--- config.mk ---
export PLATFORM = sky130hd
export DESIGN_NAME = mf_median9
export DESIGN_NICKNAME = d
export VERILOG_FILES = /design/src/rtl/core/mf_pkg.sv /design/src/rtl/core/mf_median9.sv
export SDC_FILE = /design/constraint.sdc
export NUM_CORES = 1
export LEC_CHECK = 0
export BUFFER_PORTS_ARGS = -buffer_cell sky130_fd_sc_hd__buf_2
export CORE_ASPECT_RATIO = 0.5
export CORE_MARGIN = 5
export CORE_UTILIZATION = 60
export DETAILED_ROUTE_END_ITERATION = 10
export PLACE_DENSITY = 0.82
export SETUP_SLACK_MARGIN = 0.2
export SLEW_MARGIN = 0
export SYNTH_ARGS = -nofsm -noshare
export SYNTH_HDL_FRONTEND = slang
export SYNTH_SLANG_ARGS = --single-unit
--- constraint.sdc ---
create_clock -name vclk -period 22
set_clock_uncertainty 0.05 [all_clocks]
set_input_delay 2.2 -clock vclk [all_inputs]
set_output_delay 2.2 -clock vclk [all_outputs]
set_load 0.02 [all_outputs]
--- src/rtl/core/mf_pkg.sv ---
// shared types and constants for the 3x3 median filter
package mf_pkg;

    localparam int PIXEL_W     = 8;
    localparam int COORD_W     = 11;
    localparam int CFG_DATA_W  = 12;
    localparam int CFG_INDEX_W = 8;
    localparam int WIN_SIZE    = 9;
    localparam int WIN_MID     = 4;

    localparam int FRAME_WIDTH_RST  = 640;
    localparam int FRAME_HEIGHT_RST = 480;

    typedef logic [PIXEL_W-1:0] pixel_t;
    typedef logic [COORD_W-1:0] coord_t;

    // 3x3 window, entry k*3+j is row k (0 = oldest line), column j (2 = newest)
    typedef logic [WIN_SIZE-1:0][PIXEL_W-1:0] window_t;

    typedef enum logic [CFG_INDEX_W-1:0] {
        REG_FRAME_WIDTH  = 8'd0,
        REG_FRAME_HEIGHT = 8'd1
    } cfg_reg_t;

    typedef struct packed {
        pixel_t pixel;
        logic   drain;
    } in_beat_t;

    typedef struct packed {
        pixel_t filtered;
        coord_t out_row;
        coord_t out_col;
        logic   frame_end;
    } out_beat_t;

endpackage

--- src/rtl/core/mf_median9.sv ---
// median of nine pixels through a fixed compare-exchange network
module mf_median9 (
    input  mf_pkg::window_t win,
    output mf_pkg::pixel_t  med
);

    // order entries a and b so that the smaller sits at a
    function automatic mf_pkg::window_t cx(mf_pkg::window_t x, int a, int b);
        mf_pkg::window_t y;
        y = x;
        if (x[a] > x[b]) begin
            y[a] = x[b];
            y[b] = x[a];
        end
        return y;
    endfunction

    mf_pkg::window_t v;

    always_comb begin
        v = win;
        // sort the three rows
        v = cx(v, 1, 2);
        v = cx(v, 4, 5);
        v = cx(v, 7, 8);
        v = cx(v, 0, 1);
        v = cx(v, 3, 4);
        v = cx(v, 6, 7);
        v = cx(v, 1, 2);
        v = cx(v, 4, 5);
        v = cx(v, 7, 8);
        // max of mins, min of maxes, median of medians
        v = cx(v, 0, 3);
        v = cx(v, 5, 8);
        v = cx(v, 4, 7);
        v = cx(v, 3, 6);
        v = cx(v, 1, 4);
        v = cx(v, 2, 5);
        v = cx(v, 4, 7);
        v = cx(v, 4, 2);
        v = cx(v, 6, 4);
        v = cx(v, 4, 2);
    end

    assign med = v[mf_pkg::WIN_MID];

endmodule

# [Word-level counts from Yosys, hierarchy flattened]
# Index checks and enable logic that the tools add are counted.
[op_classes] addsub=0 multipliers=0 div_mod_pow=0 order_cmp=19 eq_ne=0 shifts=0 muxes=21 bitwise=0 reduce_logical=0
[op_table] op="8-bit greater-than comparator" count=19
[op_table] op="16-bit two-way mux" count=9
[op_table] op="8-bit two-way mux" count=12
[word_totals] ff_bits=0 latchBits=0 ram_bits=0 rom_bits=0 input_bits=72 word_cells=40 memories=0

# [Longest topological paths before layout]
[logic_depth] depth_word=18 ltp_mapped=100 ltp_nobuf=91

# [Worst setup path before layout]
# OpenSTA, ideal clock, no wires.
[synth_path] path_type="input to output" from="in win[71] in the netlist's numbering" to="out med[0]" arrival_ns=17.448 required_time_ns=19.750 setup_slack_ns=2.302 path_stages=87 cell_sequence="inv_1 ha_1 nand4_1 nor2_1 nor2_1 nor2_2 clkbuf_1 a21oi_1 ha_1 nand4_1 o21ai_0 o221ai_1 o21a_1 buf_6 clkbuf_1 o21ai_0 inv_1 ha_1 [... 51 more ...] nand4_1 a211o_1 o41ai_1 a21oi_2 nor2_8 buf_2 o21ai_1 ha_1 o21a_1 o21ai_0 nand2b_1 a21oi_1 o21ai_0 o21a_1 nand2_1 inv_1 o2bb2ai_1 nor4_1"
[synth_via] elab_chain_cells=18
[synth_rtl] element="from (decl)" line_no="mf_median9.sv:3" text="input mf_pkg::window_t win,"
[synth_rtl] element="8-bit greater-than comparator" line_no="mf_median9.sv:11" text="if (x[a] > x[b]) begin"
[synth_rtl] element="16-bit two-way mux (*)" line_no="mf_median9.sv:11"
[synth_rtl] element="8-bit greater-than comparator" line_no="mf_median9.sv:11"
[synth_rtl] element="16-bit two-way mux" line_no="mf_median9.sv:11"
[synth_rtl] element="8-bit greater-than comparator" line_no="mf_median9.sv:11"
[synth_rtl] element="16-bit two-way mux" line_no="mf_median9.sv:11"
[synth_rtl] element="8-bit greater-than comparator" line_no="mf_median9.sv:11"
[synth_rtl] element="8-bit two-way mux" line_no="mf_median9.sv:11"
[synth_rtl] element="[... 2 more ...]"
[synth_rtl] element="8-bit greater-than comparator" line_no="mf_median9.sv:11"
[synth_rtl] element="8-bit two-way mux" line_no="mf_median9.sv:11"
[synth_rtl] element="8-bit greater-than comparator" line_no="mf_median9.sv:11"
[synth_rtl] element="8-bit two-way mux" line_no="mf_median9.sv:11"
[synth_rtl] element="8-bit greater-than comparator" line_no="mf_median9.sv:11"
[synth_rtl] element="8-bit two-way mux" line_no="mf_median9.sv:11"
[synth_rtl] element="8-bit greater-than comparator" line_no="mf_median9.sv:11"
[synth_rtl] element="8-bit two-way mux (*)" line_no="mf_median9.sv:11"
[synth_rtl] element="to (decl)" line_no="mf_median9.sv:4" text="output mf_pkg::pixel_t med"
# Every way passes the cells marked *; elsewhere a longest branch is shown, timed or not.

# [Worst setup path in the final report]
[layout_path] from="in win[41] in the netlist's numbering" to="out med[0]"
# The elaborated chain is that of the path after synthesis.

==> impl_metrics.env <==
export IMPL_status="finished clean"
export IMPL_cp_max_fo=14
export IMPL_drtIter0Drc=833
export IMPL_synth_warning_count=0
export IMPL_hold_class="in2out"
export IMPL_synth_top_area_frac=0.266
export IMPL_die_h_um=85.9
export IMPL_relSlewSlack=0.283
export IMPL_period_needed_ns=20.56
export IMPL_finalWeightedCongestion=1.00
export IMPL_seqCellArea_um2=0
export IMPL_hold_depth=6
export IMPL_yosysSeqAreaShare=0
export IMPL_yosys_area_top_type="ha_1"
export IMPL_finalHoldViolations=0
export IMPL_dp_hpwl_um=17600
export IMPL_setup_viol_count_final=0
export IMPL_slowest_stage="or4_1"
export IMPL_syn_area_um2=6910
export IMPL_diodes=0
export IMPL_start_kind="primary input"
export IMPL_crit_top_cell="o21ai_0"
export IMPL_drive_gt1_frac=0.153
export IMPL_grt_max_degree=33
export IMPL_start_util=0.622
export IMPL_synth_avg_cell_area_um2=6.74
export IMPL_core_area_um2=11100
export IMPL_required_ns=19.75
export IMPL_vias=7767
export IMPL_first_pass_iters=8
export IMPL_crit_start="win[41]"
export IMPL_synth_area_top_cells="ha_1, a21oi_1, mux2i_1, o21ai_0, nand2_1"
export IMPL_min_from="win[53]"
export IMPL_grt_ovfl_total=0
export IMPL_grt_pass1_wl_um=32800
export IMPL_core_rowCount=27
export IMPL_netlist_instances=1026
export IMPL_wl_per_cell_um=16.8
export IMPL_finalCritPeriodShare=0.934
export IMPL_drv_slew=0
export IMPL_syn_nets=1245
export IMPL_worst_slew_pin_slew_ns=1.08
export IMPL_cts_hold_buf=0
export IMPL_critical_path_max_stage_delay_ns=0.57
export IMPL_endpoint_kind="primary output"
export IMPL_die_w_um=162
export IMPL_track_usage=0.279
export IMPL_path_class="in2out"
export IMPL_io_pins=80
export IMPL_setup_tns_ns=0
export IMPL_drc=0
export IMPL_seq_cells=0
export IMPL_cap_viol_max_count=0
export IMPL_synth_distinct_cells=67
export IMPL_antenna_found_initial=0
export IMPL_die_area_um2=13900
export IMPL_max_freq_mhz=48.6
export IMPL_final_antenna_net_count=0
export IMPL_area_growth_pct=9.48
export IMPL_grt_pass1_vias=6942
export IMPL_finalNetCount=1309
export IMPL_portBuffers=80
export IMPL_cp_data_arrival_time_ns=18.31
export IMPL_vias_per_cell=6.30
export IMPL_rsz0062_at_grt="no"
export IMPL_clock_buffers=0
export IMPL_drt_wl_total_um=20700
what timing repair did:
action,in CTS,in global routing
gates resized for setup,0,29
buffers inserted,0,7
endpoints found under the setup margin,0,8
kinds of logic (layout without fill, tap and decap cells):
| group | after synthesis | after routing | share of synthesized area |
|---|---|---|---|
| adders and majority gates | 147 | 147 | 0.266 |
| buffers and inverters | 124 | 184 | 0.0708 |
| muxes | 81 | 81 | 0.123 |
| xor gates and xnor gates | 2 | 2 | 0.00253 |
| and+or+nand+nor | 329 | 329 | 0.228 |
| AOI/OAI and AO/OA | 343 | 345 | 0.310 |
layout make-up:
type               instances  area (um2)
multi-input cells        904        6540
fillers                 1018        3550
repair buffers            96         520
inverters                 88         330
well taps                145         181
worst max-delay path: cells and delay by family:
| family | cells | cell delay [ns] |
|---|---|---|
| compound gates | 39 | 6.49 |
| simple gates | 30 | 5.33 |
| fa+ha+maj | 9 | 2.65 |
| buf+inv | 9 | 1.17 |
| mux | 1 | 0.39 |
synth_stat cells, types with 12 or more instances:
cell / count
a21o_1: 31
a21oi_1: 117
and3_1: 12
clkbuf_1: 27
ha_1: 147
inv_1: 88
mux2_2: 26
mux2i_1: 53
nand2_1: 95
nand2b_1: 17
nand3_1: 32
nand4_1: 14
nor2_1: 93
nor2b_1: 14
nor3_1: 13
o21a_1: 33
o21ai_0: 95
path summary, 6_finish.rpt:
path,end,slack (ns)
max,med[0],1.44
min,med[5],5.26
through the flow:
stage / cell area [um2] / hold WS (ns) / util / setup WS, ns / instances
final: 7570 / 5.26 / 0.681 / 1.44 / 1233
after global routing: 7570 / 5.34 / 0.681 / 0.161 / 1233
after CTS: 7410 / 5.22 / 0.667 / 0.568 / 1224
after detailed placement: 7410 / 5.21 / 0.667 / 0.637 / 1224
after global placement: 7410 / 5.23 / 0.667 / 0.814 / 1224
after floorplan: 6910 / 4.90 / - / 2.30 / 1026
per-layer routing:
metal | wire length, um | part of all wire | vias up | global-route usage
met5 | 0 | 0 | - | 0
met4 | 241 | 0.012 | 0 | 0.0322
met3 | 2430 | 0.12 | 29 | 0.0571
met2 | 8420 | 0.41 | 362 | 0.436
met1 | 9640 | 0.47 | 3512 | 0.407
li1 | - | - | 3864 | -
placed cells by master, fill, tap and decap left out, types with 3 or more instances in the layout:
| master | count |
|---|---|
| nand3_1 | 31 |
| o21ai_0 | 86 |
| or3_1 | 10 |
| a31oi_1 | 5 |
| nand2_1 | 95 |
| nand2b_1 | 17 |
| and3_1 | 11 |
| o22a_1 | 3 |
| buf_4 | 16 |
| a221oi_1 | 3 |
| and2_1 | 3 |
| or2_1 | 4 |
| o21a_1 | 31 |
| a21oi_1 | 116 |
| nor2b_1 | 14 |
| o21ai_2 | 6 |
| nor2_1 | 91 |
| and4_1 | 3 |
| o211ai_2 | 3 |
| nor2_4 | 3 |
| o21ai_1 | 13 |
| inv_1 | 88 |
| mux2_2 | 26 |
| mux2i_1 | 51 |
| nor3_1 | 13 |
| nand4_1 | 14 |
| nor3b_1 | 3 |
| o21bai_1 | 5 |
| buf_2 | 80 |
| a21o_1 | 31 |
| o211a_1 | 3 |
| a211oi_1 | 7 |
| o22ai_1 | 3 |
| ha_1 | 147 |
Power is left out: the tool's default activity adds up to more than one toggle a clock period on the data nets, which glitch-free logic cannot reach.
